$ cat src/lrr_pkg.sv
// ----------------------------------------------------------------------------
// lrr_pkg
// Shared widths, codes and types of the linear interpolation resampler.
// ----------------------------------------------------------------------------
package lrr_pkg;

  localparam int LANES       = 4;
  localparam int SAMPLE_W    = 24;
  localparam int DIFF_W      = SAMPLE_W + 1;
  localparam int FRAC_W      = 24;
  localparam int STEP_W      = 29;
  localparam int PHASE_W     = STEP_W + 1;
  localparam int PROD_W      = DIFF_W + FRAC_W + 1;
  localparam int CHAN_W      = 3;
  localparam int CFG_IDX_W   = 1;
  localparam int CFG_DATA_W  = STEP_W;
  localparam int QUEUE_DEPTH = 2;

  localparam logic [PHASE_W-1:0] PHASE_ONE = PHASE_W'(1) << FRAC_W;
  localparam logic [STEP_W-1:0]  STEP_ONE  = STEP_W'(1) << FRAC_W;

  localparam logic [STEP_W-1:0] RATE_STEP_RST       = STEP_ONE;
  localparam logic [CHAN_W-1:0] ACTIVE_CHANNELS_RST = CHAN_W'(2);

  // Configuration register indexes
  localparam logic [CFG_IDX_W-1:0] CFG_RATE_STEP       = 1'b0;
  localparam logic [CFG_IDX_W-1:0] CFG_ACTIVE_CHANNELS = 1'b1;

  typedef logic signed [SAMPLE_W-1:0]   sample_t;
  typedef logic signed [DIFF_W-1:0]     diff_t;
  typedef logic [LANES-1:0][SAMPLE_W-1:0] frame_t;

  typedef enum logic {
    CMD_INTERP,
    CMD_BYPASS
  } cmd_kind_t;

  // One queued word: the previous and the new source frame
  typedef struct packed {
    cmd_kind_t kind;
    frame_t    a;
    frame_t    b;
  } cmd_t;

  // One output position handed to the datapath
  typedef struct packed {
    logic              vld;
    logic              last;
    logic [FRAC_W-1:0] frac;
  } issue_t;

  typedef enum logic {
    BK_IDLE,
    BK_RUN
  } back_state_t;

endpackage

$ cat src/lrr_front.sv
// ----------------------------------------------------------------------------
// lrr_front
// Accepts source frames, keeps the previous frame and classifies each word.
// ----------------------------------------------------------------------------
module lrr_front (
  input  logic                        clk,
  input  logic                        rst_n,
  input  logic                        in_valid,
  output logic                        in_stall,
  input  lrr_pkg::frame_t             in_frame,
  input  logic [lrr_pkg::STEP_W-1:0]  rate_step,
  input  logic                        q_full,
  output logic                        q_push,
  output lrr_pkg::cmd_t               q_cmd
);

  lrr_pkg::frame_t prev_r, prev_nxt;
  logic            primed_r, primed_nxt;
  logic            acc;

  assign in_stall = q_full;
  assign acc      = in_valid && !q_full;

  always_comb begin
    prev_nxt    = prev_r;
    primed_nxt  = primed_r;
    q_push      = 1'b0;
    q_cmd.kind  = lrr_pkg::CMD_INTERP;
    q_cmd.a     = prev_r;
    q_cmd.b     = in_frame;
    if (acc) begin
      prev_nxt   = in_frame;
      primed_nxt = 1'b1;
      if (rate_step == lrr_pkg::STEP_ONE) begin
        q_push     = 1'b1;
        q_cmd.kind = lrr_pkg::CMD_BYPASS;
      end else if (primed_r) begin
        q_push = 1'b1;
      end
      // otherwise: priming frame, store only
    end
  end

  always_ff @(posedge clk) begin
    if (!rst_n) begin
      primed_r <= 1'b0;
    end else begin
      primed_r <= primed_nxt;
    end
  end

  always_ff @(posedge clk) begin
    prev_r <= prev_nxt;
  end

endmodule

$ cat config.mk
export PLATFORM = sky130hd
export DESIGN_NAME = lrr_front
export DESIGN_NICKNAME = d
export VERILOG_FILES = /design/src/lrr_pkg.sv /design/src/lrr_front.sv
export SDC_FILE = /design/constraint.sdc
export NUM_CORES = 1
export LEC_CHECK = 0
export ABC_AREA = 1
export BUFFER_PORTS_ARGS = -buffer_cell sky130_fd_sc_hd__buf_2
export CORE_AREA = 2 2 127 129
export DETAILED_ROUTE_END_ITERATION = 6
export DIE_AREA = 0 0 129 131
export GPL_ROUTABILITY_DRIVEN = 0
export PLACE_DENSITY = 0.53
export SLEW_MARGIN = 40
export SYNTH_ARGS = -nofsm -noshare
export SYNTH_HDL_FRONTEND = slang
export SYNTH_SLANG_ARGS = --single-unit
$ cat constraint.sdc
create_clock -name clk -period 4.3 [get_ports clk]
set_input_delay 0.86 -clock clk [delete_from_list [all_inputs] [get_ports clk]]
set_output_delay 0.86 -clock clk [all_outputs]
set_load 0.1 [all_outputs]
==> metrics list <==
- Data arrival time of the critical path: 1.91 ns
* Maximum count of clock buffers along a single path: 2
* Number of antenna violations at the first check in global routing: 0
- Relative slew slack: 0.563
- Grt total ovfl: 0
- Required time of the critical path: 3.44 ns
* Vias per cell: between 3 and 4
* DRC: 0
* Cell occurring most often along the worst timing path: nand2_1
- Timing analysis after detailed placement gives a worst setup slack of 1.51 ns.
- In this run the cell area of the synthesized design comes to 3860 um^2.
* Number of standard cells after synthesis: roughly 250
- In this run, post-CTS hold repair placed 0 buffers.
- For this design, the slowest cell found on the critical path is buf_2.
* Non-filler cells, final: 713
* Detailed Route WL: 9.71 mm
* Clock input transition at the sequential cells of the worst setup and hold paths: 0.07 ns
* Clock tree from TritonCTS: yes
- The analysis attributes to cell leakage a power of 2.54 nW.
- Die area: around 17000 um^2
* Sort of element at the end of the critical path: primary output
* Buffers on Ports: 323
* GRT met1 Usage: 0.112
* Switching component of the power: ~1.3 mW
- Chip Height: 131 um
- The share of total power dissipated in the clock network is 0.281.
* Number of instances in the placed design: ~700
- In this run the horizontal extent of the chip is around 130 um.
- Worst hold margin: 0.475 ns
* Share of cells above drive strength 1: 0.686
* Number of inserted diodes: 0
- The min-delay analysis places its worst path in the category reg2reg.
- The final layout contains 621 nets.
- Max-capacitance violation count: 0
- On the worst path, the slowest cell contributes a delay of between 0.4 and 0.5 ns.
- Yosys reg bits: 97
- Fraction of the yosys area taken by sequential cells: 0.752
- After routing, the total negative slack on setup checks comes to 0 ns.
- In the final routed layout, each cell accounts on average for 13.6 um.
- The worst setup path is launched from an input pin.
* Worst R2R Setup Slack: 3.72 ns
- Maximum frequency from static timing analysis: ~360 MHz
- Synthesis produced a netlist with a net count of ~380.
- Number of global-route vias before repair: 2487
- The region available for standard cell placement spans 15600 um^2.
* Synthesis-to-layout area growth: 38.6%
- The number of hold-slack violations in the final timing report is 0.
* Mean instance size in the synthesized netlist: around 15 um^2
- Min Clock Period, post-route: 2.77 ns
* Peak VDD IR: 0.000178 V
* Unique masters post-synth: 8
* Library cell used as clock root buffer: clkbuf_16
* Result of the run: complete, no violations
- Clock latency at the later pin of the worst-skew pair: 0.34 ns
- After the first detailed-routing iteration, the DRC count stood at 59.
- The worst hold path begins at primed_r$_SDFFE_PN0P_.
- For this run, global-route usage on met3 was measured as 0.0314.
- Most used routing layer in global routing: met2
- Global-route wire length before repair: approximately 13 mm
* RSZ-0062 raised after global routing: no
* Worst flop-to-flop path startpoint: primed_r$_SDFFE_PN0P_
- Internal power: 1.69 mW
- Largest fanout on the critical path: 2
* Post-DRT Antenna Nets: 0
- Dividing total power by cell area gives a power density of 554 nW/um^2.
* TritonCTS Buffers: 9
- Max-slew violations: 0
* Actual transition at the worst max-transition pin: 0.655 ns
* Ratio of final minimum period to clock period: 0.644
- For this configuration, the core starts out at a cell density of 0.247.
- Of the total power, the share spent switching nets is 0.429.
* Resize count post-CTS: 0
* CTS sink cnt: 97
* Total vias in the final route: around 2.6k
- Number of search-and-repair iterations in the first detailed-routing pass: 4
- Entering global routing, the biggest net connects 52 pins.
- The initialized floorplan defines 46 standard-cell rows.
- The share of total power dissipated in sequential elements is 0.379.
* Largest clock skew in the final design: 0 ns
* Cell Area, Placed: 5040 um^2
* Detailed-placement wirelength estimate: 7.89 mm
- For this run, the number of Yosys warnings is 0.
- For this run, the total global-route usage over all layers was measured as 0.105.
- Critical path cell sequence: buf_2, inv_1, nand2_1, nor2_1, nand2_1, nor2_1, nand2_1, nand2_1, buf_2
- In this run the post-CTS setup repair buffer count came out at 0.
* Critical path origin: q_full
- CTS built an H-tree with a depth of 3.
- Fin area: 5350 um^2
- Global-route met2 utilization: 0.187
- Count of pins on the block boundary: around 320
* Type of the worst setup path: in2out
* Final Worst Setup Slack: 1.53 ns
- Share of total power in combinational logic: 0.339
- Setup violations remaining at the end of the flow were counted as 0.
-- cells in the mapped netlist (all sizes together) --
cell | n | area [um^2]
and2 | 1 | 6.26
nor2 | 11 | 41.3
edfxtp | 96 | 2880
inv | 26 | 97.6
buf | 97 | 728
dfxtp | 1 | 20.0
o21a | 1 | 7.51
nand2 | 20 | 75.1
-- sequential cells by signal (all words and copies together), names as in the netlist --
signal and flops:
primed_r 1, q_cmd 96
-- layout by cell type, fill, tap and decap left out --
cell,count
and2_0,1
buf_2,323
buf_4,2
bufinv_16,1
clkbuf_16,9
clkinv_1,1
clkinv_4,1
clkinvlp_4,1
dfxtp_1,1
edfxtp_1,96
inv_1,25
inv_6,1
inv_8,3
nand2_1,20
nor2_1,11
o21a_1,1
-- stage by stage --
step	total power, mW	utilization
after global placement	2.15	0.323
after global routing	3.06	0.343
after floorplan	2.04	-
after CTS	3.01	0.343
final	2.96	0.343
after detailed placement	2.16	0.323
-- final cells by class --
cell class / instances / area (um^2)
clock inverters: 7 / 85.1
flip-flops and latches: 97 / 2900
well taps: 216 / 270
repair buffers: 325 / 1630
fillers: 1554 / 10300
inverters: 26 / 101
clock buffers: 9 / 225
multi-input cells: 33 / 130
-- metal layers --
layer / share of wire / routed length (um) / up-vias
li1: - / - / 1230
met1: 0.37 / 3620 / 1199
met2: 0.52 / 5070 / 183
met3: 0.083 / 807 / 13
met4: 0.021 / 204 / 0
met5: 0 / 0 / -
-- critical path, delay by kind of cell --
kind,cells,cell delay [ns]
buffers and inverters,3,0.56
AND/OR/NAND/NOR,6,0.49
-- power groups by stage --
stage / logic [mW] / clock network (mW) / registers [mW]
floorplan: 0.449 / 0 / 1.59
global placement: 1.01 / 0 / 1.15
detailed placement: 1.01 / 0 / 1.15
CTS: 1.01 / 0.872 / 1.12
global route: 1.03 / 0.903 / 1.13
finish: 1.00 / 0.832 / 1.12
-- worst paths after layout --
check | to | cells past startpoint
worst min-delay path | primed_r$_SDFFE_PN0P_ | 1
worst min register to register | primed_r$_SDFFE_PN0P_ | 1
worst max register to register | primed_r$_SDFFE_PN0P_ | 1
worst max-delay path | q_push | 9
-- logic make-up (layout without fill, tap and decap cells) --
| family | after synthesis | count (layout) | synth area share |
|---|---|---|---|
| flip-flops | 97 | 97 | 0.752 |
| buffers and inverters | 123 | 367 | 0.214 |
| AND/OR/NAND/NOR | 32 | 32 | 0.0318 |
| AO/OA/AOI/OAI | 1 | 1 | 0.00195 |
Power figures use the tool's default switching activity.
