**config.mk**
```make
export PLATFORM = sky130hd
export DESIGN_NAME = lrr_queue
export DESIGN_NICKNAME = d
export VERILOG_FILES = /design/src/lrr_pkg.sv /design/src/lrr_queue.sv
export SDC_FILE = /design/constraint.sdc
export NUM_CORES = 1
export LEC_CHECK = 0
export BUFFER_PORTS_ARGS = -buffer_cell sky130_fd_sc_hd__buf_2
export CAP_MARGIN = 20
export CORE_UTILIZATION = 52
export DETAILED_ROUTE_END_ITERATION = 7
export HOLD_SLACK_MARGIN = 0.06
export PLACE_DENSITY = 0.79
export SYNTH_ARGS = -nofsm -noshare
export SYNTH_HDL_FRONTEND = slang
export SYNTH_SLANG_ARGS = --single-unit
export TNS_END_PERCENT = 50
```
**constraint.sdc**
```tcl
create_clock -name clk -period 14.2 [get_ports clk]
set_clock_uncertainty 0.05 [all_clocks]
set_input_delay 2.84 -clock clk [delete_from_list [all_inputs] [get_ports clk]]
set_output_delay 2.84 -clock clk [all_outputs]
set_load 0.1 [all_outputs]
```
**src/lrr_pkg.sv**
```systemverilog
// ----------------------------------------------------------------------------
// lrr_pkg
// Shared widths, codes and types of the linear interpolation resampler.
// ----------------------------------------------------------------------------
package lrr_pkg;

  localparam int LANES       = 4;
  localparam int SAMPLE_W    = 24;
  localparam int DIFF_W      = SAMPLE_W + 1;
  localparam int FRAC_W      = 24;
  localparam int STEP_W      = 29;
  localparam int PHASE_W     = STEP_W + 1;
  localparam int PROD_W      = DIFF_W + FRAC_W + 1;
  localparam int CHAN_W      = 3;
  localparam int CFG_IDX_W   = 1;
  localparam int CFG_DATA_W  = STEP_W;
  localparam int QUEUE_DEPTH = 2;

  localparam logic [PHASE_W-1:0] PHASE_ONE = PHASE_W'(1) << FRAC_W;
  localparam logic [STEP_W-1:0]  STEP_ONE  = STEP_W'(1) << FRAC_W;

  localparam logic [STEP_W-1:0] RATE_STEP_RST       = STEP_ONE;
  localparam logic [CHAN_W-1:0] ACTIVE_CHANNELS_RST = CHAN_W'(2);

  // Configuration register indexes
  localparam logic [CFG_IDX_W-1:0] CFG_RATE_STEP       = 1'b0;
  localparam logic [CFG_IDX_W-1:0] CFG_ACTIVE_CHANNELS = 1'b1;

  typedef logic signed [SAMPLE_W-1:0]   sample_t;
  typedef logic signed [DIFF_W-1:0]     diff_t;
  typedef logic [LANES-1:0][SAMPLE_W-1:0] frame_t;

  typedef enum logic {
    CMD_INTERP,
    CMD_BYPASS
  } cmd_kind_t;

  // One queued word: the previous and the new source frame
  typedef struct packed {
    cmd_kind_t kind;
    frame_t    a;
    frame_t    b;
  } cmd_t;

  // One output position handed to the datapath
  typedef struct packed {
    logic              vld;
    logic              last;
    logic [FRAC_W-1:0] frac;
  } issue_t;

  typedef enum logic {
    BK_IDLE,
    BK_RUN
  } back_state_t;

endpackage

```
**src/lrr_queue.sv**
```systemverilog
// ----------------------------------------------------------------------------
// lrr_queue
// Short register queue that decouples the front end from the back end.
// ----------------------------------------------------------------------------
module lrr_queue (
  input  logic          clk,
  input  logic          rst_n,
  input  logic          push,
  input  lrr_pkg::cmd_t wdata,
  output logic          full,
  input  logic          pop,
  output lrr_pkg::cmd_t rdata,
  output logic          empty
);

  localparam int PTR_W = (lrr_pkg::QUEUE_DEPTH > 1) ? $clog2(lrr_pkg::QUEUE_DEPTH) : 1;
  localparam int CNT_W = $clog2(lrr_pkg::QUEUE_DEPTH + 1);
  localparam logic [PTR_W-1:0] PTR_LAST = PTR_W'(lrr_pkg::QUEUE_DEPTH - 1);
  localparam logic [CNT_W-1:0] CNT_FULL = CNT_W'(lrr_pkg::QUEUE_DEPTH);

  lrr_pkg::cmd_t    mem_r [lrr_pkg::QUEUE_DEPTH];
  logic [PTR_W-1:0] wr_ptr_r, rd_ptr_r;
  logic [CNT_W-1:0] cnt_r;
  logic             do_push, do_pop;

  assign full    = (cnt_r == CNT_FULL);
  assign empty   = (cnt_r == '0);
  assign do_push = push && !full;
  assign do_pop  = pop && !empty;
  assign rdata   = mem_r[rd_ptr_r];

  always_ff @(posedge clk) begin
    if (!rst_n) begin
      wr_ptr_r <= '0;
      rd_ptr_r <= '0;
      cnt_r    <= '0;
    end else begin
      if (do_push) begin
        wr_ptr_r <= (wr_ptr_r == PTR_LAST) ? '0 : wr_ptr_r + PTR_W'(1);
      end
      if (do_pop) begin
        rd_ptr_r <= (rd_ptr_r == PTR_LAST) ? '0 : rd_ptr_r + PTR_W'(1);
      end
      if (do_push && !do_pop) begin
        cnt_r <= cnt_r + CNT_W'(1);
      end else if (do_pop && !do_push) begin
        cnt_r <= cnt_r - CNT_W'(1);
      end
    end
  end

  always_ff @(posedge clk) begin
    if (do_push) begin
      mem_r[wr_ptr_r] <= wdata;
    end
  end

endmodule

```
==> flow_metrics.tcl, run 1 <==
set metrics [dict create \
    cts.hold.buffers_added 0 \
    hold_class "reg2reg" \
    wirelength_mm 28.0 \
    initial_core_util_pct 52.9 \
    total_nets_after_synthesis 823 \
    max_cap_violations 0 \
    regToRegStartpoint "cnt_r[0]" \
    slew-limit-headroom_pct 29.2 \
    globalRouteTotalUtil_pct 19.6 \
    final_area_mm2 0.0177 \
    worst_setup_path_start_kind "flip-flop" \
    drtPass1Iterations 4 \
    place_ws_ps 8210 \
    run_status "finished clean" \
    yosysWarningCount 0 \
    grt_first_pass_wirelength_mm 41.6 \
    route.detailed.drc 0 \
    fraction_of_final_layout_cells_sized_beyond_drive_strength_1_pct 60.3 \
    rsz0062_at_grt "no" \
    die-area_mm2 0.0280 \
    finalSetupViolations 0 \
    initial_antenna_violation_count 9 \
    clkSlewWorstSetupHoldPaths_ps 60 \
    syn_inst 625 \
    finalWorstPathRequiredPeriod_ps 5870 \
    hold_viol_final 0 \
    postSynthAreaPerCell_um2 22.7 \
    synthToLayoutAreaGrowth_pct 24.5 \
    dr.first_iter.drc_count 392 \
    drt-wirelength-per-cell_um 19.7 \
    synth.yosys.seq_area_share_pct 82.2 \
    longest_clk_path_bufs 3 \
    first_global_vias 7741 \
    cts_setup_buffers 0 \
    fmax_mhz 170 \
    cts_sinks 391 \
    routed-via-count 7318 \
    post_cts_resize_count 0 \
    fp.dieH_um 167 \
    clock_tree_from_tritoncts "yes" \
    number_of_nets_with_antenna_violations_after_detailed_routing 0 \
    most-common-layout-cells "buf_2, edfxtp_1, mux2_2" \
    worstSkewPairLatency_ps 510 \
    worstSetupEndpointType "primary output" \
    fin_ws_ps 8330 \
    crit-reg2reg-capture "mem_r[1][31]" \
    worstSetupPathType "reg2out" \
    slack_of_the_worst_reg_to_reg_path_ps 10650 \
    timing_max_transition_violations_final 0 \
    worstPathArrival_ps 2980 \
    cts-buffers-inserted 40 \
    critical_path_peak_fanout 76 \
    h-tree-depth 2 \
    required_time_at_the_worst_slack_endpoint_ps 11310 \
    setup-tns-final_ps 0 \
    pin_count_of_the_biggest_net_entering_global_routing 80 \
    io_buffers 391 \
    final_net_count 1242 \
    clock_tree.root_cell "clkbuf_16" \
    die-width_um 167 \
    cp-endpoint "rdata[140]" \
    io-pin-count 392 \
    grt_overflow 0 \
    period_share_pct 41.3 \
    mostFrequentLayoutCell "buf_2" \
    route.detailed.vias_per_inst 5.15 \
    synthesis.area_mm2 0.0142 \
    reg2reg_depth 4 \
    worst_slew_pin_slew_ps 1060 \
    core_mm2 0.0269 \
    detailed_place_hpwl_mm 18.5 \
    placement.cell_area_mm2 0.0164 \
    rows 60 \
    post_synth_num_cell_types 21 \
    yosys_register_bits 391 \
    gp_routability_congestion 0.760 \
]
==> worst max-delay path, stage by stage, from the launching register on <==
cell     delay [ps]
dfxtp_4         740
buf_4           870
mux2_2          340
buf_2           430
==> registers in the layout, summed over array words and instances (netlist names), named ones only <==
register	flops
mem_r	386
cnt_r	2
rd_ptr_r	1
wr_ptr_r	1
==> cells in the mapped netlist, drive strengths merged <==
cell	instances	area (µm²)
inv	2	7.51
edfxtp	386	11600
xnor2	2	17.5
mux2	193	2170
nor2	2	7.51
and2	3	18.8
nor3	1	10.0
xor2	1	8.76
nand2b	1	6.26
buf	21	216
o21a	1	7.51
and3	1	6.26
o21ai	2	10.0
or3	1	6.26
ha	1	12.5
dfxtp	5	100
a21boi	2	15.0
==> routing by layer <==
metal	routed length, µm	vias to the layer above	global-route usage [%]
met2	14500	318	34.7
met5	0	-	0
met3	2710	67	7.45
met1	9930	3586	21.1
met4	857	0	7.90
li1	-	3347	-
==> per-stage QoR <==
| stage | instances | hold WS [ps] | utilization, % |
|---|---|---|---|
| 3_5_place_dp | 1343 | 475 | 61.2 |
| 3_3_place_gp | 1343 | 450 | 61.2 |
| 6_report | 1420 | 488 | 65.9 |
| 2_1_floorplan | 625 | 433 | - |
| 4_1_cts | 1411 | 490 | 65.8 |
| 5_1_grt | 1419 | 533 | 65.8 |
==> cell families after synthesis <==
| group | Yosys count | synth area share, % |
|---|---|---|
| flops | 391 | 82.2 |
| xor+xnor | 3 | 0.185 |
| simple gates | 9 | 0.387 |
| fa+ha+maj | 1 | 0.0880 |
| mux | 193 | 15.3 |
| compound gates | 5 | 0.229 |
| buf+inv | 23 | 1.58 |
==> area by class of cell <==
| cell class | count | area (µm²) |
|---|---|---|
| tap | 341 | 427 |
| inverter | 2 | 7.51 |
| multi-input combinational | 211 | 2310 |
| timing repair buffer | 398 | 2010 |
| sequential | 391 | 11700 |
| clock buffer | 52 | 1070 |
| fill | 1862 | 9180 |
| antenna | 9 | 22.5 |
| clock inverter | 16 | 160 |
==> worst min path at each step <==
| stage | from | end | slack (ps) | cells past startpoint |
|---|---|---|---|---|
| finish | cnt_r[1] | cnt_r[1] | 490 | 2 |
| global route | cnt_r[1] | cnt_r[1] | 530 | 2 |
| CTS | cnt_r[1] | cnt_r[1] | 490 | 2 |
| detailed placement | cnt_r[1] | cnt_r[1] | 480 | 2 |
| global placement | cnt_r[1] | cnt_r[1] | 450 | 2 |
| floorplan | cnt_r[1] | cnt_r[1] | 430 | 2 |
Power of run 1 is not shown: default switching activity piles up to over one toggle a cycle in this logic, so the estimate is an artifact.
==> inputs of run 2 (changes only) <==
--- a/config.mk
+++ b/config.mk
@@ -7,10 +7,10 @@
 export LEC_CHECK = 0
 export BUFFER_PORTS_ARGS = -buffer_cell sky130_fd_sc_hd__buf_2
 export CAP_MARGIN = 20
-export CORE_UTILIZATION = 52
+export CORE_UTILIZATION = 47
 export DETAILED_ROUTE_END_ITERATION = 7
 export HOLD_SLACK_MARGIN = 0.06
-export PLACE_DENSITY = 0.79
+export PLACE_DENSITY = 0.76
 export SYNTH_ARGS = -nofsm -noshare
 export SYNTH_HDL_FRONTEND = slang
 export SYNTH_SLANG_ARGS = --single-unit
==> constraint.sdc (replaced) <==
create_clock -name clk -period 5.4 [get_ports clk]
set_clock_uncertainty 0.05 [all_clocks]
set_input_delay 1.08 -clock clk [delete_from_list [all_inputs] [get_ports clk]]
set_output_delay 1.08 -clock clk [all_outputs]
set_load 0.1 [all_outputs]
==> flow_metrics.tcl, run 2 (synthesized netlist as in run 1, its figures left out) <==
set metrics [dict create \
    drtPass1Iterations 4 \
    run_status "finished clean" \
    worstSetupEndpointType "primary output" \
    worstSetupPathType "reg2out" \
    die-width_um 176 \
    initial_core_util_pct 47.8 \
    biggestRegsByFlops "mem_r: 386 flops, cnt_r: 2 flops" \
    first_global_vias 7481 \
    timing.critical_path.buf_inv 2 \
    drt-wirelength-per-cell_um 18.7 \
    worstSkewPairLatency_ps 500 \
    critical_path.top_delay_family "buffers and inverters" \
    grt_overflow 0 \
    route.detailed.vias_per_inst 4.98 \
    timing_max_transition_violations_final 0 \
    gp_routability_congestion 0.756 \
    fraction_of_final_layout_cells_sized_beyond_drive_strength_1_pct 60.4 \
    dr.first_iter.drc_count 367 \
    grt_first_pass_wirelength_mm 39.9 \
    longest_clk_path_bufs 3 \
    critical_path_peak_fanout 41 \
    hold_class "reg2reg" \
    worst_slew_pin_slew_ps 631 \
    die-area_mm2 0.0309 \
    post_cts_resize_count 0 \
    detailed_place_hpwl_mm 17.9 \
    clkSlewWorstSetupHoldPaths_ps 60 \
    clock_tree_from_tritoncts "yes" \
    number_of_nets_with_antenna_violations_after_detailed_routing 0 \
    period_share_pct 65.6 \
    final_net_count 1242 \
    worst_setup_path_start_kind "flip-flop" \
    rsz0062_at_grt "no" \
    critPathMaxStageDelay_ps 720 \
    synthToLayoutAreaGrowth_pct 25.0 \
    critical-path-slowest-cell "dfxtp_4" \
    h-tree-depth 2 \
    hold_viol_final 0 \
    globalRouteTotalUtil_pct 16.9 \
    cts-buffers-inserted 40 \
    route.detailed.drc 0 \
    finalWorstPathRequiredPeriod_ps 3540 \
    routed-via-count 7268 \
    clock_tree.root_cell "clkbuf_16" \
    place_ws_ps 2340 \
    regMostFlops "mem_r" \
    fin_ws_ps 1860 \
    finalSetupViolations 0 \
    rows 63 \
    fill_count 2201 \
    io_buffers 391 \
    core_mm2 0.0297 \
    max_cap_violations 0 \
    largest_register_ff_count 386 \
    wirelength_mm 27.2 \
    cts_sinks 391 \
    initial_antenna_violation_count 6 \
    io-pin-count 392 \
    pin_count_of_the_biggest_net_entering_global_routing 103 \
    required_time_at_the_worst_slack_endpoint_ps 4270 \
    worstPathArrival_ps 2410 \
    slew-limit-headroom_pct 58.0 \
    fp.dieH_um 176 \
    mostFrequentLayoutCell "buf_2" \
    most-common-layout-cells "buf_2, edfxtp_1, mux2_2" \
    cts_setup_buffers 0 \
    crit_chain "buf_4, mux2_2, buf_2" \
    fmax_mhz 282 \
    cts.hold.buffers_added 0 \
]
-- run 2: cell types whose count changed in the layout (fill, tap and decap cells not counted), moves of 2 or more --
cell and change:
buf_12 +6, clkinv_2 +2, buf_4 -6, bufinv_16 -2, inv_6 -2, diode_2 -6
-- run 2: path summary, 6_finish.rpt --
path / from / end / slack [ps] / depth (start not counted)
worst max-delay path: flip-flop / rdata[131] / 1860 / 3
worst min-delay path: cnt_r[1] / cnt_r[1] / 490 / 2
worst max register to register: cnt_r[0] / mem_r[1][172] / 3280 / 3
worst min register to register: cnt_r[1] / cnt_r[1] / 490 / 2
-- run 2: cell type report --
cell class,instances,area [µm²],share of cell area (%)
Sequential cell,391,11700,65.8
Clock inverter,14,97.6,0.549
Multi-Input combinational cell,211,2310,13.0
Inverter,2,20.0,0.113
Clock buffer,51,1060,5.99
Antenna cell,3,7.51,0.0423
Tap cell,390,488,2.75
Timing Repair Buffer,398,2080,11.7
-- run 2: metal layers --
layer | share of wire, % | track usage (%)
met1 | 37 | 18.9
met2 | 51 | 29.5
met3 | 9.8 | 6.49
met4 | 2.6 | 5.69
met5 | 0.15 | 0
-- run 2: stage by stage --
stage                     instance area (µm²)  hold WS [ps]  setup TNS, ps  std cells  utilization, %
after detailed placement                16600           482              0       1392            55.9
final                                   17800           492              0       1460            59.8
after global routing                    17800           529              0       1459            59.8
after CTS                               17800           490              0       1457            59.8
after floorplan                         14200           433        -304540        625               -
after global placement                  16600           452              0       1392            55.9
-- run 2: worst register-to-register path, stage by stage (launching register included) --
cell and delay [ps]:
dfxtp_1 420, nand2b_1 180, and3_4 620, buf_12 450
Power of run 2 is left out for the same reason.
