<file path="src/lrr_pkg.sv">
// ----------------------------------------------------------------------------
// lrr_pkg
// Shared widths, codes and types of the linear interpolation resampler.
// ----------------------------------------------------------------------------
package lrr_pkg;

  localparam int LANES       = 4;
  localparam int SAMPLE_W    = 24;
  localparam int DIFF_W      = SAMPLE_W + 1;
  localparam int FRAC_W      = 24;
  localparam int STEP_W      = 29;
  localparam int PHASE_W     = STEP_W + 1;
  localparam int PROD_W      = DIFF_W + FRAC_W + 1;
  localparam int CHAN_W      = 3;
  localparam int CFG_IDX_W   = 1;
  localparam int CFG_DATA_W  = STEP_W;
  localparam int QUEUE_DEPTH = 2;

  localparam logic [PHASE_W-1:0] PHASE_ONE = PHASE_W'(1) << FRAC_W;
  localparam logic [STEP_W-1:0]  STEP_ONE  = STEP_W'(1) << FRAC_W;

  localparam logic [STEP_W-1:0] RATE_STEP_RST       = STEP_ONE;
  localparam logic [CHAN_W-1:0] ACTIVE_CHANNELS_RST = CHAN_W'(2);

  // Configuration register indexes
  localparam logic [CFG_IDX_W-1:0] CFG_RATE_STEP       = 1'b0;
  localparam logic [CFG_IDX_W-1:0] CFG_ACTIVE_CHANNELS = 1'b1;

  typedef logic signed [SAMPLE_W-1:0]   sample_t;
  typedef logic signed [DIFF_W-1:0]     diff_t;
  typedef logic [LANES-1:0][SAMPLE_W-1:0] frame_t;

  typedef enum logic {
    CMD_INTERP,
    CMD_BYPASS
  } cmd_kind_t;

  // One queued word: the previous and the new source frame
  typedef struct packed {
    cmd_kind_t kind;
    frame_t    a;
    frame_t    b;
  } cmd_t;

  // One output position handed to the datapath
  typedef struct packed {
    logic              vld;
    logic              last;
    logic [FRAC_W-1:0] frac;
  } issue_t;

  typedef enum logic {
    BK_IDLE,
    BK_RUN
  } back_state_t;

endpackage

</file>
<file path="src/lrr_back.sv">
// ----------------------------------------------------------------------------
// lrr_back
// Sequencer: steps the read phase, issues one position per cycle unless held.
// ----------------------------------------------------------------------------
module lrr_back #(
  parameter int MAX_OUTPUTS_PER_INPUT = 16
) (
  input  logic                        clk,
  input  logic                        rst_n,
  input  logic                        q_empty,
  input  lrr_pkg::cmd_t               q_cmd,
  output logic                        q_pop,
  input  logic [lrr_pkg::STEP_W-1:0]  rate_step,
  input  logic                        adv,
  output lrr_pkg::issue_t             issue,
  output lrr_pkg::frame_t             op_a,
  output lrr_pkg::diff_t              op_diff [lrr_pkg::LANES]
);

  localparam int CNT_W = (MAX_OUTPUTS_PER_INPUT > 1) ? $clog2(MAX_OUTPUTS_PER_INPUT) : 1;
  localparam logic [CNT_W-1:0] CNT_LAST = CNT_W'(MAX_OUTPUTS_PER_INPUT - 1);

  lrr_pkg::back_state_t         state_r, state_nxt;
  logic [lrr_pkg::PHASE_W-1:0]  phase_r, phase_nxt;
  logic [CNT_W-1:0]             cnt_r, cnt_nxt;
  logic                         bypass_r, bypass_nxt;
  lrr_pkg::frame_t              a_r, a_nxt;
  lrr_pkg::diff_t               diff_r [lrr_pkg::LANES];
  lrr_pkg::diff_t               diff_nxt [lrr_pkg::LANES];
  logic [lrr_pkg::PHASE_W-1:0]  sum;

  assign op_a    = a_r;
  assign op_diff = diff_r;
  assign sum     = phase_r + lrr_pkg::PHASE_W'(rate_step);

  always_comb begin
    state_nxt  = state_r;
    phase_nxt  = phase_r;
    cnt_nxt    = cnt_r;
    bypass_nxt = bypass_r;
    a_nxt      = a_r;
    diff_nxt   = diff_r;
    q_pop      = 1'b0;
    issue.vld  = 1'b0;
    issue.last = 1'b0;
    issue.frac = phase_r[lrr_pkg::FRAC_W-1:0];
    unique case (state_r)
      lrr_pkg::BK_IDLE: begin
        if (!q_empty) begin
          q_pop      = 1'b1;
          cnt_nxt    = '0;
          state_nxt  = lrr_pkg::BK_RUN;
          bypass_nxt = (q_cmd.kind == lrr_pkg::CMD_BYPASS);
          // bypass runs through the same datapath with a zero slope
          a_nxt      = bypass_nxt ? q_cmd.b : q_cmd.a;
          for (int i = 0; i < lrr_pkg::LANES; i++) begin
            if (bypass_nxt) begin
              diff_nxt[i] = '0;
            end else begin
              diff_nxt[i] = lrr_pkg::DIFF_W'(lrr_pkg::sample_t'(q_cmd.b[i]))
                          - lrr_pkg::DIFF_W'(lrr_pkg::sample_t'(q_cmd.a[i]));
            end
          end
        end
      end
      lrr_pkg::BK_RUN: begin
        if (bypass_r) begin
          if (adv) begin
            issue.vld  = 1'b1;
            issue.last = 1'b1;
            issue.frac = '0;
            state_nxt  = lrr_pkg::BK_IDLE;
          end
        end else if (phase_r >= lrr_pkg::PHASE_ONE) begin
          // no output position left in this source interval
          phase_nxt = phase_r - lrr_pkg::PHASE_ONE;
          state_nxt = lrr_pkg::BK_IDLE;
        end else if (adv) begin
          issue.vld  = 1'b1;
          issue.last = (sum >= lrr_pkg::PHASE_ONE) || (cnt_r == CNT_LAST);
          if (issue.last) begin
            phase_nxt = (sum >= lrr_pkg::PHASE_ONE) ? sum - lrr_pkg::PHASE_ONE : '0;
            state_nxt = lrr_pkg::BK_IDLE;
          end else begin
            phase_nxt = sum;
            cnt_nxt   = cnt_r + CNT_W'(1);
          end
        end
      end
      default: begin
        state_nxt = lrr_pkg::BK_IDLE;
      end
    endcase
  end

  always_ff @(posedge clk) begin
    if (!rst_n) begin
      state_r <= lrr_pkg::BK_IDLE;
      phase_r <= '0;
      cnt_r   <= '0;
    end else begin
      state_r <= state_nxt;
      phase_r <= phase_nxt;
      cnt_r   <= cnt_nxt;
    end
  end

  always_ff @(posedge clk) begin
    bypass_r <= bypass_nxt;
    a_r      <= a_nxt;
    diff_r   <= diff_nxt;
  end

  a_cnt_bound: assert property (@(posedge clk) disable iff (!rst_n)
    state_r == lrr_pkg::BK_RUN |-> cnt_r <= CNT_LAST)
    else $error("output counter ran past the per-frame limit");

  a_issue_adv: assert property (@(posedge clk) disable iff (!rst_n)
    issue.vld |-> adv)
    else $error("position issued while the datapath is held");

  a_last_idle: assert property (@(posedge clk) disable iff (!rst_n)
    issue.vld && issue.last |=> state_r == lrr_pkg::BK_IDLE)
    else $error("sequencer kept running after the final position");

  a_pop_idle: assert property (@(posedge clk) disable iff (!rst_n)
    q_pop |-> state_r == lrr_pkg::BK_IDLE && !q_empty)
    else $error("queue popped outside idle or while empty");

endmodule

</file>
<file path="config.mk">
export PLATFORM = sky130hd
export DESIGN_NAME = lrr_back
export DESIGN_NICKNAME = d
export VERILOG_FILES = /design/src/lrr_pkg.sv /design/src/lrr_back.sv
export SDC_FILE = /design/constraint.sdc
export NUM_CORES = 1
export LEC_CHECK = 0
export ABC_AREA = 1
export ABC_CLOCK_PERIOD_IN_PS = 12900
export BUFFER_PORTS_ARGS = -buffer_cell sky130_fd_sc_hd__buf_2
export CORE_MARGIN = 5
export CORE_UTILIZATION = 50
export DETAILED_ROUTE_END_ITERATION = 10
export HOLD_SLACK_MARGIN = 0.03
export PLACE_DENSITY = 0.77
export SLEW_MARGIN = 10
export SYNTH_ARGS = -nofsm -noshare
export SYNTH_HDL_FRONTEND = slang
export SYNTH_SLANG_ARGS = --single-unit
</file>
<file path="constraint.sdc">
create_clock -name clk -period 12.9 [get_ports clk]
set_input_delay 0.645 -clock clk [delete_from_list [all_inputs] [get_ports clk]]
set_output_delay 0.645 -clock clk [all_outputs]
set_load 0.02 [all_outputs]
</file>
==> summary.txt, run 1 <==
Die
  • I/O Pins: about 450
  • Die Y-Extent: 190 um
  • Die span in x: 190 um
  • FP Rows: 65
  • Initial cell density of the core: 0.509
  • CORE AREA: 0.0317 mm^2
  • Die Area: 0.0360 mm^2

Logic synthesis
  • Syn Std Cell Area: 0.0161 mm^2
  • Synth Flop Type: edfxtp_1
  • Synthesized area per cell: 7.72 um^2
  • Post-synth EDFFs: slightly below 200
  • Yosys cell types: 46
  • Synth warn: 0
  • Synth Net Count: 2452
  • Yosys top cell area share: 0.367
  • Syn Inst Count: 2091
  • Top post-synthesis cells by area: edfxtp_1 (37%), nand2_1 (12%), ha_1 (10%)
  • Yosys reg bits: 232
  • Post-synthesis sequential area ratio: 0.410
  • Synth area leader: edfxtp_1
  • Ys async rst share: 0

STA
  • RSZ-0062 raised after global routing: false
  • Fin Setup TNS: 0 ns
  • Fmax: 189 MHz
  • Final setup viols: 0
  • Worst clock skew: ~0.017 ns
  • Worst Slack Setup Final: 7.62 ns
  • Final hold violations: 0
  • Part of the cycle the worst path needs: 0.409
  • Rel. slew slack: 0.203
  • Slew @ Worst Pin: 1.19 ns
  • Min Tclk post-route: ~5.3 ns
  • Final Slew Violations: 0

Critical path
  • Worst path most repeated cell: nand2_1
  • Kind of critical path: reg -> out
  • Crit path DAT: around 4.6 ns
  • Worst setup EP type: output pin
  • Crit start category: flip-flop
  • Worst-path fanout max: 7
  • CP required: 12.26 ns
  • Slowest stage cell, crit path: fa_1
  • Max incr delay on CP: 0.40 ns

Routing
  • DRT iter0 DRCs: approximately 1100
  • Final routed DRC violation total: 0
  • Total wire length: 55.2 mm
  • ANT nets after route: 0
  • Pre-Repair DR Iteration Count: 6
  • Vias/cell: ~5.4
  • DR WL/cell: 18.6 um
  • Via count: around 16000

CTS
  • Worst-path clk slew: 0.06 ns
  • Clock Path Buffers: 3
  • Clock Sinks: 232
  • CTS resizes: 0
  • Number of setup buffers added after CTS: 0
  • Total CTS buffers: 27
  • Worst skew pair latency: 0.57 ns
  • CTS H-tree lvls: 1
  • CTS Root Buffer Type: clkbuf_16
  • TritonCTS clock tree: yes
  • CTS Hold Bufs: 0

Power and ir drop
  • Worst vdd ir: ~0.11 mV
  • Leak Pwr: 0.00991 uW
  • Tot Pwr: 2260 uW
  • Power per cell area: between 100 and 150 mW/mm^2

Place
  • GP Congestion: 0.977
  • Placed Area: 0.0188 mm^2
  • I/O Buffers: approximately 450
  • HPWL after DPL: 44.0 mm
  • Post-Place Worst Slack: just under 8 ns

Cells and area
  • Final Instance Area: 0.0197 mm^2
  • Nets: 2893
  • Layout cell share with drive strength beyond 1: 0.209
  • Area Overhead vs Synth: 21.9%

GRT
  • Total GRT Usage: 0.292
  • First-pass GRT wire length: between 80 and 90 mm
  • Via count of the first global-routing pass: 15500
  • Antenna violations before repair: 10
  • GRT overflow: 0
  • Pin count of the biggest net entering global routing: approximately 120

Worst hold path
  • Hold Path Class: in -> reg

Run status
  • Status: finished clean

Run
  • Max Cap Viol: 0
==> cell usage after synthesis, types with 2 or more instances <==
| master | instances |
|---|---|
| o31ai_1 | 4 |
| nor4_1 | 7 |
| o221ai_1 | 4 |
| nand3_2 | 9 |
| nor2_2 | 3 |
| a221oi_1 | 2 |
| o21a_1 | 19 |
| a31o_2 | 4 |
| a31oi_1 | 4 |
| inv_1 | 321 |
| nor3_1 | 17 |
| nor3_2 | 3 |
| nor2_1 | 128 |
| a21boi_0 | 3 |
| o211ai_1 | 6 |
| a21oi_2 | 3 |
| clkbuf_1 | 39 |
| ha_1 | 130 |
| edfxtp_1 | 197 |
| o21bai_1 | 8 |
| o21ai_1 | 3 |
| nand2_2 | 5 |
| nand2_1 | 510 |
| o21ai_0 | 226 |
| fa_1 | 5 |
| xor2_1 | 7 |
| a21oi_1 | 248 |
| nand3_1 | 82 |
| nand4_1 | 22 |
| nand3b_1 | 15 |
| xnor2_1 | 3 |
| a21o_1 | 5 |
| dfxtp_1 | 35 |
| buf_2 | 2 |
==> worst max-delay path: cells and delay by family, from the launching register on <==
kind	cells	cell delay [ns]
adder cells (fa/ha/maj)	3	0.79
AO/OA/AOI/OAI	2	0.36
buffers and inverters	5	0.60
AND/OR/NAND/NOR	20	1.94
flip-flops	1	0.39
==> final timing paths <==
path / start / endpoint / slack, ns / depth (start not counted)
min: q_cmd[7] / op_a[7] / 0.37 / 3
max: phase_r[0] / issue[24] / 7.62 / 30
min reg2reg: cnt_r[0] / cnt_r[0] / 0.50 / 1
max reg2reg: phase_r[0] / phase_r[22] / 8.90 / 29
==> through the flow <==
step	std cells	hold WS [ns]	utilization
5_1_grt	2961	0.378	0.620
6_report	2963	0.375	0.620
3_5_place_dp	2905	0.486	0.592
2_1_floorplan	2091	0.451	-
3_3_place_gp	2905	0.474	0.592
4_1_cts	2955	0.358	0.620
==> registers in the layout (all words and copies together), names as in the netlist <==
| name | flops |
|---|---|
| cnt_r | 4 |
| op_a | 96 |
| phase_r | 30 |
| op_diff | 100 |
| state_r | 1 |
| bypass_r | 1 |
==> routing by layer <==
layer / up-vias / track usage / part of all wire / routed length (um)
li1: 7977 / - / - / -
met1: 7400 / 0.375 / 0.41 / 22500
met2: 655 / 0.492 / 0.47 / 26000
met3: 105 / 0.0690 / 0.088 / 4880
met4: 4 / 0.0904 / 0.034 / 1870
met5: - / 0 / 0.00049 / 27
==> where the power goes <==
part           total, uW  internal [uW]  switching, uW
combinational        566            182            384
sequential           908            887           21.2
clock                783            447            336
==> area by class of cell <==
| class | instances | area (um^2) |
|---|---|---|
| diodes | 8 | 20.0 |
| clock buffers | 35 | 737 |
| clock inverters | 15 | 149 |
| fillers | 2855 | 12000 |
| inverters | 323 | 1210 |
| multi-input cells | 1493 | 8130 |
| flip-flops and latches | 232 | 6620 |
| well taps | 402 | 503 |
| repair buffers | 455 | 2300 |
==> cell families (layout without fill, tap and decap cells) <==
logic type | after synthesis | after routing | synth area share
other | 0 | 8 | 0
adders and majority gates | 135 | 135 | 0.107
AOI/OAI and AO/OA | 541 | 541 | 0.179
DFF | 232 | 232 | 0.410
xor gates and xnor gates | 10 | 10 | 0.00543
and+or+nand+nor | 807 | 807 | 0.212
buffers and inverters | 366 | 828 | 0.0866
==> placed cells by master, fill, tap and decap left out, types with 5 or more instances in the layout <==
cell / synthesis / final
a21oi_1: 248 / 248
diode_2: 0 / 8
o21ai_0: 226 / 226
clkbuf_16: 0 / 28
o211ai_1: 6 / 6
nand4_1: 22 / 22
buf_4: 0 / 7
nor2_1: 128 / 127
xor2_1: 7 / 7
nand2_1: 510 / 510
nand3_1: 82 / 82
fa_1: 5 / 5
edfxtp_1: 197 / 197
clkbuf_1: 39 / 6
nand3b_1: 15 / 15
nand2_2: 5 / 5
buf_2: 2 / 447
inv_1: 321 / 319
nand3_2: 9 / 9
o21a_1: 19 / 19
nor3_1: 17 / 17
o21bai_1: 8 / 8
ha_1: 130 / 130
a21o_1: 5 / 5
nor4_1: 7 / 7
dfxtp_1: 35 / 35
clkinv_2: 0 / 6
Power figures use the tool's default switching activity.
==> run 2, diff against run 1 <==
ABC_AREA = 0   (was 1)
ABC_CLOCK_PERIOD_IN_PS = 5400   (was 12900)
clock period = 5.4 ns   (was 12.9 ns; I/O delays follow)
==> run 2 against run 1 <==
  * Cell area rose by 1.1%
  * Largest power group unchanged
  * Final cell count down 12%
  * Non-clock buffer count up 70
  * Highest routed layer unchanged
  * Critical path type unchanged
  * Combinational power is 150% higher
  * Utilization grew 3.0 points
  * First-iteration DRC count is 8.6% lower
  * Critical path depth fell by 9
  * Sequential share of layout area is 0.33 points lower
  * Worst setup slack worse by 7.4 ns
==> summary.txt, run 2 <==
Run status
  • Status: finished clean

Die
  • CORE AREA: 0.0306 mm^2 (-3.6%)
  • Die span in x: 186 um (-1.9%)
  • I/O Pins: 449 (unchanged)
  • Die Area: 0.0346 mm^2 (-3.8%)
  • Initial cell density of the core: 0.507 (-0.00217)
  • FP Rows: 64 (-1.5%)
  • Die Y-Extent: 186 um (-1.9%)

STA
  • Rel. slew slack: 0.231 (+0.0277)
  • Fmax: 193 MHz
  • Min Tclk post-route: 5.18 ns
  • Final hold violations: 0 (unchanged)
  • Final Slew Violations: 0 (unchanged)
  • Part of the cycle the worst path needs: 0.960
  • Hold Worst Slack: 0.0493 ns (-0.325 ns)
  • Slew @ Worst Pin: 1.15 ns (-0.0342 ns)
  • Fin Setup TNS: 0 ns (unchanged)
  • RSZ-0062 raised after global routing: false
  • Final setup viols: 0 (unchanged)
  • Worst clock skew: 0.0127 ns (-0.00389 ns)

CTS
  • Total CTS buffers: 29 (+7.4%)
  • Worst skew pair latency: 0.54 ns (-0.03 ns)
  • CTS H-tree lvls: 1 (unchanged)
  • CTS Root Buffer Type: clkbuf_16
  • Clock Sinks: 232 (unchanged)
  • Clock Path Buffers: 3 (unchanged)
  • Worst-path clk slew: 0.06 ns (about the same)
  • TritonCTS clock tree: yes

Critical path
  • Crit path DAT: 4.91 ns (+0.27 ns)
  • Worst setup EP type: output pin
  • Crit start category: flip-flop
  • Crit path to: issue[24]
  • FF-to-FF setup slack: 0.71 ns (-8.19 ns)
  • Reg2reg start: phase_r[5]
  • Kind of critical path: reg -> out
  • Worst reg-to-reg path cell count: 21 (-28%)
  • Reg-to-reg endpoint: phase_r[20]
  • Worst-path fanout max: 5 (-2)
  • Critical path startpoint: phase_r[5]
  • CP required: 5.13 ns (-7.13 ns)

Cells and area
  • Largest register FFs: 100 (unchanged)
  • Nets: 2540 (-12%)
  • Most common cell after layout, fill and taps aside: buf_2
  • Layout cell share with drive strength beyond 1: 0.253 (+0.0440)
  • Most frequent cells in the layout: buf_2 (446), edfxtp_1 (197), nand2_1 (175)
  • Non-Filler Instances: 2605 (-12%)
  • Area Overhead vs Synth: 28.3%

Run
  • Max Cap Viol: 0 (unchanged)

Worst hold path
  • Hold Path Class: in -> reg

GRT
  • First-pass GRT wire length: 74.6 mm (-12%)
  • Total GRT Usage: 0.270 (-0.0224)
  • GRT overflow: 0 (unchanged)
  • Pin count of the biggest net entering global routing: 156 (+26%)
  • Via count of the first global-routing pass: 14500 (-6.9%)
  • Antenna violations before repair: 12 (+2)

Logic synthesis
  • Synth warn: 0 (unchanged)
  • Synth Flop Type: edfxtp_1
  • Synthesized area per cell: 9.24 um^2 (+20%)
  • Post-synthesis sequential area ratio: 0.427 (+0.0169)
  • Post-synth EDFFs: 197 (unchanged)
  • Yosys top cell area share: 0.382 (+0.0152)
  • Synth Net Count: 2038 (-17%)
  • Most common cell in the netlist: edfxtp_1
  • Syn Inst Count: 1677 (-20%)
  • Yosys reg bits: 232 (unchanged)
  • Syn Std Cell Area: 0.0155 mm^2 (-4.0%)
  • Synth area leader: edfxtp_1
  • Synth cell count leaders: edfxtp_1 (197), nand2_1 (175), o21ai_0 (162), inv_1 (145), nor2_1 (142)
  • Ys async rst share: 0 (unchanged)
  • Top post-synthesis cells by area: edfxtp_1 (38%), ha_1 (10%), o21ai_0 (5.2%)
  • Yosys cell types: 81 (+76%)

Power and ir drop
  • Worst vdd ir: 0.303 mV (+190%)
  • Power per cell area: 279 mW/mm^2 (+140%)
  • Leak Pwr: 0.00911 uW (-8.1%)

Routing
  • DRT iter0 DRCs: 994 (-8.6%)
  • DR WL/cell: 18.8 um (+0.77%)
  • ANT nets after route: 0 (unchanged)
  • Vias/cell: 5.61 (+3.0%)
  • Pre-Repair DR Iteration Count: 5 (-1)
  • Via count: 14600 (-9.4%)
  • Final routed DRC violation total: 0 (unchanged)
  • Total wire length: 48.9 mm (-11%)

Place
  • I/O Buffers: 448 (unchanged)
  • Placed cells: 2478 (-15%)
  • GP Congestion: 0.917 (-6.1%)
  • HPWL after DPL: 37.3 mm (-15%)
[run 2: cell count changes in the layout (fill, tap and decap cells not counted), sizes merged, moves of 61 or more]
cell         previous run  this run
dlygate4sd3             0        61
a21oi                 251       109
o21ai                 229       164
inv                   325       146
nand3                  92        21
nand2                 516       175
[run 2: cell type report]
type / instances / area [um^2]
Timing Repair Buffer: 525 / 3000
Clock buffer: 36 / 762
Antenna cell: 9 / 22.5
Clock inverter: 16 / 183
Tap cell: 396 / 495
Inverter: 145 / 552
Fill cell: 2500 / 10700
Sequential cell: 232 / 6620
Multi-Input combinational cell: 1246 / 8250
[run 2: how the worst min path moves through the flow]
| stage | from | end | slack [ns] | cells past startpoint |
|---|---|---|---|---|
| 5_1_grt | q_cmd[26] | op_a[26] | 0.04 | 3 |
| 2_1_floorplan | q_cmd[192] | bypass_r | 0.37 | 0 |
| 6_report | q_cmd[29] | op_a[29] | 0.05 | 3 |
| 3_5_place_dp | phase_r[8] | phase_r[8] | 0.48 | 2 |
| 3_3_place_gp | phase_r[19] | phase_r[19] | 0.47 | 2 |
| 4_1_cts | q_cmd[68] | op_a[68] | 0.03 | 3 |
[run 2: routing by layer]
layer,routed length (um),global-route usage,part of all wire,vias to the layer above
met1,18200,0.317,0.37,6817
met4,2250,0.115,0.046,8
li1,-,-,-,7070
met2,23500,0.453,0.48,577
met5,54,0,0.0011,-
met3,4910,0.0885,0.10,144
[run 2: kinds of logic (layout without fill, tap and decap cells)]
group / count (synthesis) / count (layout) / synth area share
XOR/XNOR: 85 / 85 / 0.0480
adder cells (fa/ha/maj): 135 / 135 / 0.111
buffers and inverters: 199 / 722 / 0.0498
other: 0 / 9 / 0
AND/OR/NAND/NOR: 562 / 562 / 0.175
AO/OA/AOI/OAI: 455 / 455 / 0.183
flip-flops: 232 / 232 / 0.427
multiplexers: 9 / 9 / 0.00622
[run 2: worst max-delay path, stage by stage (launching register included)]
cell,delay [ns]
dfxtp_1,0.33
ha_1,0.36
a21o_1,0.21
or3_4,0.35
o21a_4,0.23
a21oi_2,0.16
a21o_1,0.17
xor2_1,0.10
inv_1,0.10
ha_1,0.14
nand2_1,0.07
nor3_2,0.11
o21ai_1,0.09
a2111oi_2,0.22
nand4_1,0.14
or4_4,0.56
nor4_4,0.13
a41o_2,0.23
or3_4,0.12
o21ai_0,0.09
a21oi_1,0.26
buf_4,0.19
[run 2: through the flow]
stage	area (um^2)	util	power [uW]	worst slack (ns)
global route	19900	0.650	5820	0.00449
floorplan	15500	-	3130	0.188
CTS	19800	0.646	5570	0.00735
global placement	18100	0.592	3540	0.308
finish	19900	0.650	5550	0.218
detailed placement	18100	0.592	3560	0.190
[run 2: power breakdown]
group | switching, uW | internal, uW | leakage, uW | total [uW]
logic | 874 | 538 | 0.00642 | 1410
clock network | 774 | 1180 | 0.000458 | 1960
registers | 46.9 | 2140 | 0.00223 | 2180
[run 2: repair_timing]
action                                  4_1_cts  5_1_grt
gates resized for setup                      11       24
endpoints found under the setup margin        1        8
hold endpoints to repair                     58        0
pin swaps                                     7        3
buffers inserted                              5        0
hold buffers                                 61        0
==> run 3, diff against run 2 <==
ABC_AREA = 1   (was 0)
==> run 3 against run 2 <==
  * Non-clock buffer count is 20 higher
  * Highest routed layer unchanged
  * Hold slack worse by 0.00078 ns
  * Critical path type unchanged
  * Global-route usage is 3.5 points higher
==> summary.txt, run 3 (synthesized netlist as in run 1, its figures left out) <==
Routing
  • Final routed DRC violation total: 0 (unchanged)
  • DR WL/cell: 18.5 um (-1.3%)
  • Vias/cell: 5.47 (-2.5%)
  • Via count: 16700 (+14%)
  • ANT nets after route: 0 (unchanged)
  • Pre-Repair DR Iteration Count: 7 (+2)
  • DRT iter0 DRCs: 1164 (+17%)
  • Total wire length: 56.7 mm (+16%)

Die
  • FP Rows: 65 (+1.6%)
  • Die span in x: 190 um (+1.9%)
  • I/O Pins: 449 (unchanged)
  • Die Y-Extent: 190 um (+1.9%)
  • CORE AREA: 0.0317 mm^2 (+3.7%)
  • Initial cell density of the core: 0.509 (+0.00217)
  • Die Area: 0.0360 mm^2 (+3.9%)

STA
  • Worst clock skew: 0.00925 ns (-0.00342 ns)
  • Min Tclk post-route: 4.99 ns (-0.192 ns)
  • Final setup viols: 0 (unchanged)
  • Part of the cycle the worst path needs: 0.924 (-0.0355)
  • Slew @ Worst Pin: 1.22 ns (+0.0681 ns)
  • Final Slew Violations: 0 (unchanged)
  • Fin Setup TNS: 0 ns (unchanged)
  • Hold Worst Slack: 0.0485 ns (-0.000781 ns)
  • Rel. slew slack: 0.186 (-0.0454)
  • Fmax: 200 MHz (+3.8%)
  • Final hold violations: 0 (unchanged)
  • RSZ-0062 raised after global routing: false

Power and ir drop
  • Leak Pwr: 0.0103 uW (+13%)
  • Worst vdd ir: 0.260 mV (-14%)
  • Power per cell area: 264 mW/mm^2 (-5.4%)

Run
  • Max Cap Viol: 0 (unchanged)

CTS
  • TritonCTS clock tree: yes
  • Clock Sinks: 232 (unchanged)
  • Worst-path clk slew: 0.06 ns (about the same)
  • CTS resizes: 0 (-11)
  • Number of setup buffers added after CTS: 0 (-5)
  • CTS Root Buffer Type: clkbuf_16
  • Total CTS buffers: 29 (unchanged)
  • CTS H-tree lvls: 1 (unchanged)
  • Clock Path Buffers: 3 (unchanged)
  • Worst skew pair latency: 0.57 ns (+0.03 ns)

Cells and area
  • Non-Filler Instances: 3058 (+17%)
  • Flip-flop and latch area: 0.00662 mm^2 (about the same)
  • Nets: 2985 (+18%)
  • Most common cell after layout, fill and taps aside: nand2_1
  • Filler instances: 2747 (+9.9%)
  • Largest register FFs: 100 (unchanged)
  • Multi-input logic area: 0.00813 mm^2 (-1.5%)
  • Layout cell share with drive strength beyond 1: 0.201 (-0.0520)
  • Most frequent cells in the layout: nand2_1 (510), buf_2 (447), inv_1 (319)
  • Area Overhead vs Synth: 27.6%

Critical path
  • Critical path startpoint: phase_r[0]
  • Worst setup EP type: output pin
  • Reg2reg start: phase_r[0]
  • Crit path DAT: 4.72 ns (-0.19 ns)
  • Worst-path fanout max: 7 (+2)
  • Worst path most repeated cell: nand2_1
  • Kind of critical path: reg -> out
  • Worst reg-to-reg path cell count: 29 (+38%)
  • Reg-to-reg endpoint: phase_r[0]
  • Slowest stage cell, crit path: fa_1
  • Crit start category: flip-flop
  • Max incr delay on CP: 0.42 ns (-0.14 ns)
  • FF-to-FF setup slack: 1.32 ns (+0.61 ns)
  • CP required: 5.13 ns (about the same)

Worst hold path
  • Hold Path Class: in -> reg
  • Hold Crit Start: q_cmd[10]
  • Worst hold stages: 3 (unchanged)
  • Hold endpoint: op_a[10]

GRT
  • First-pass GRT wire length: 88.2 mm (+18%)
  • Pin count of the biggest net entering global routing: 171 (+9.6%)
  • Via count of the first global-routing pass: 16900 (+17%)
  • Total GRT Usage: 0.304 (+0.0348)
  • Antenna violations before repair: 11 (-1)
  • GRT overflow: 0 (unchanged)

Place
  • Placed cells: 2905 (+17%)
  • HPWL after DPL: 43.1 mm (+16%)
  • GP Congestion: 0.943 (+2.8%)
  • I/O Buffers: 448 (unchanged)

Run status
  • Status: finished clean
==> run 3: cell types whose count changed in the layout (fill, tap and decap cells not counted), moves of 24 or more <==
cell           delta
nand2_1         +335
and2_1           -31
a21oi_1         +140
inv_1           +175
nand3_1          +61
dlygate4sd3_1    +29
o21ai_0          +68
xor2_1           -26
a21o_1           -31
xnor2_1          -48
nor3_1           -28
nand2b_1         -30
nor2b_1          -24
==> run 3: worst max path at each step <==
stage / endpoint / slack [ns]
3_3_place_gp: issue[24] / 1.28
5_1_grt: issue[24] / 0.01
6_report: issue[24] / 0.41
4_1_cts: issue[24] / 0.49
3_5_place_dp: issue[24] / 1.14
2_1_floorplan: cnt_r[2] / 1.16
==> run 3: cell type report <==
class	instances	area share
diodes	10	0.00122
clock buffers	38	0.0369
clock inverters	15	0.00584
inverters	323	0.0590
multi-input cells	1493	0.395
flip-flops and latches	232	0.321
well taps	402	0.0244
repair buffers	545	0.156
==> run 3: metal layers <==
| metal | share of wire | global-route usage | vias up |
|---|---|---|---|
| li1 | - | - | 8160 |
| met1 | 0.38 | 0.357 | 7640 |
| met2 | 0.48 | 0.523 | 757 |
| met3 | 0.089 | 0.0802 | 169 |
| met4 | 0.054 | 0.139 | 6 |
| met5 | 0.00076 | 0.0110 | - |
==> run 3: metrics by stage <==
stage	setup slack (ns)	total power, uW	utilization	cell area (um^2)
2_1_floorplan	1.16	3070	-	16100
5_1_grt	0.0115	5690	0.649	20600
6_report	0.410	5440	0.649	20600
3_3_place_gp	1.28	3510	0.592	18800
4_1_cts	0.487	5440	0.648	20600
3_5_place_dp	1.14	3540	0.592	18800
==> run 3: worst max-delay path: cells and delay by family, from the launching register on <==
family	cells	cell delay (ns)
AOI/OAI and AO/OA	2	0.40
and+or+nand+nor	20	1.92
DFF	1	0.40
buffers and inverters	5	0.60
adders and majority gates	3	0.81
==> run 3: what timing repair did <==
action,in CTS,in global routing
hold endpoints to repair,85,0
hold buffers,90,0
setup endpoints to repair,0,0
==> run 3: where the power goes <==
part	leakage, uW	switching (uW)	internal, uW
sequential	0.00222	54.3	2120
combinational	0.00764	927	481
clock	0.000420	813	1040
total	0.0103	1790	3640
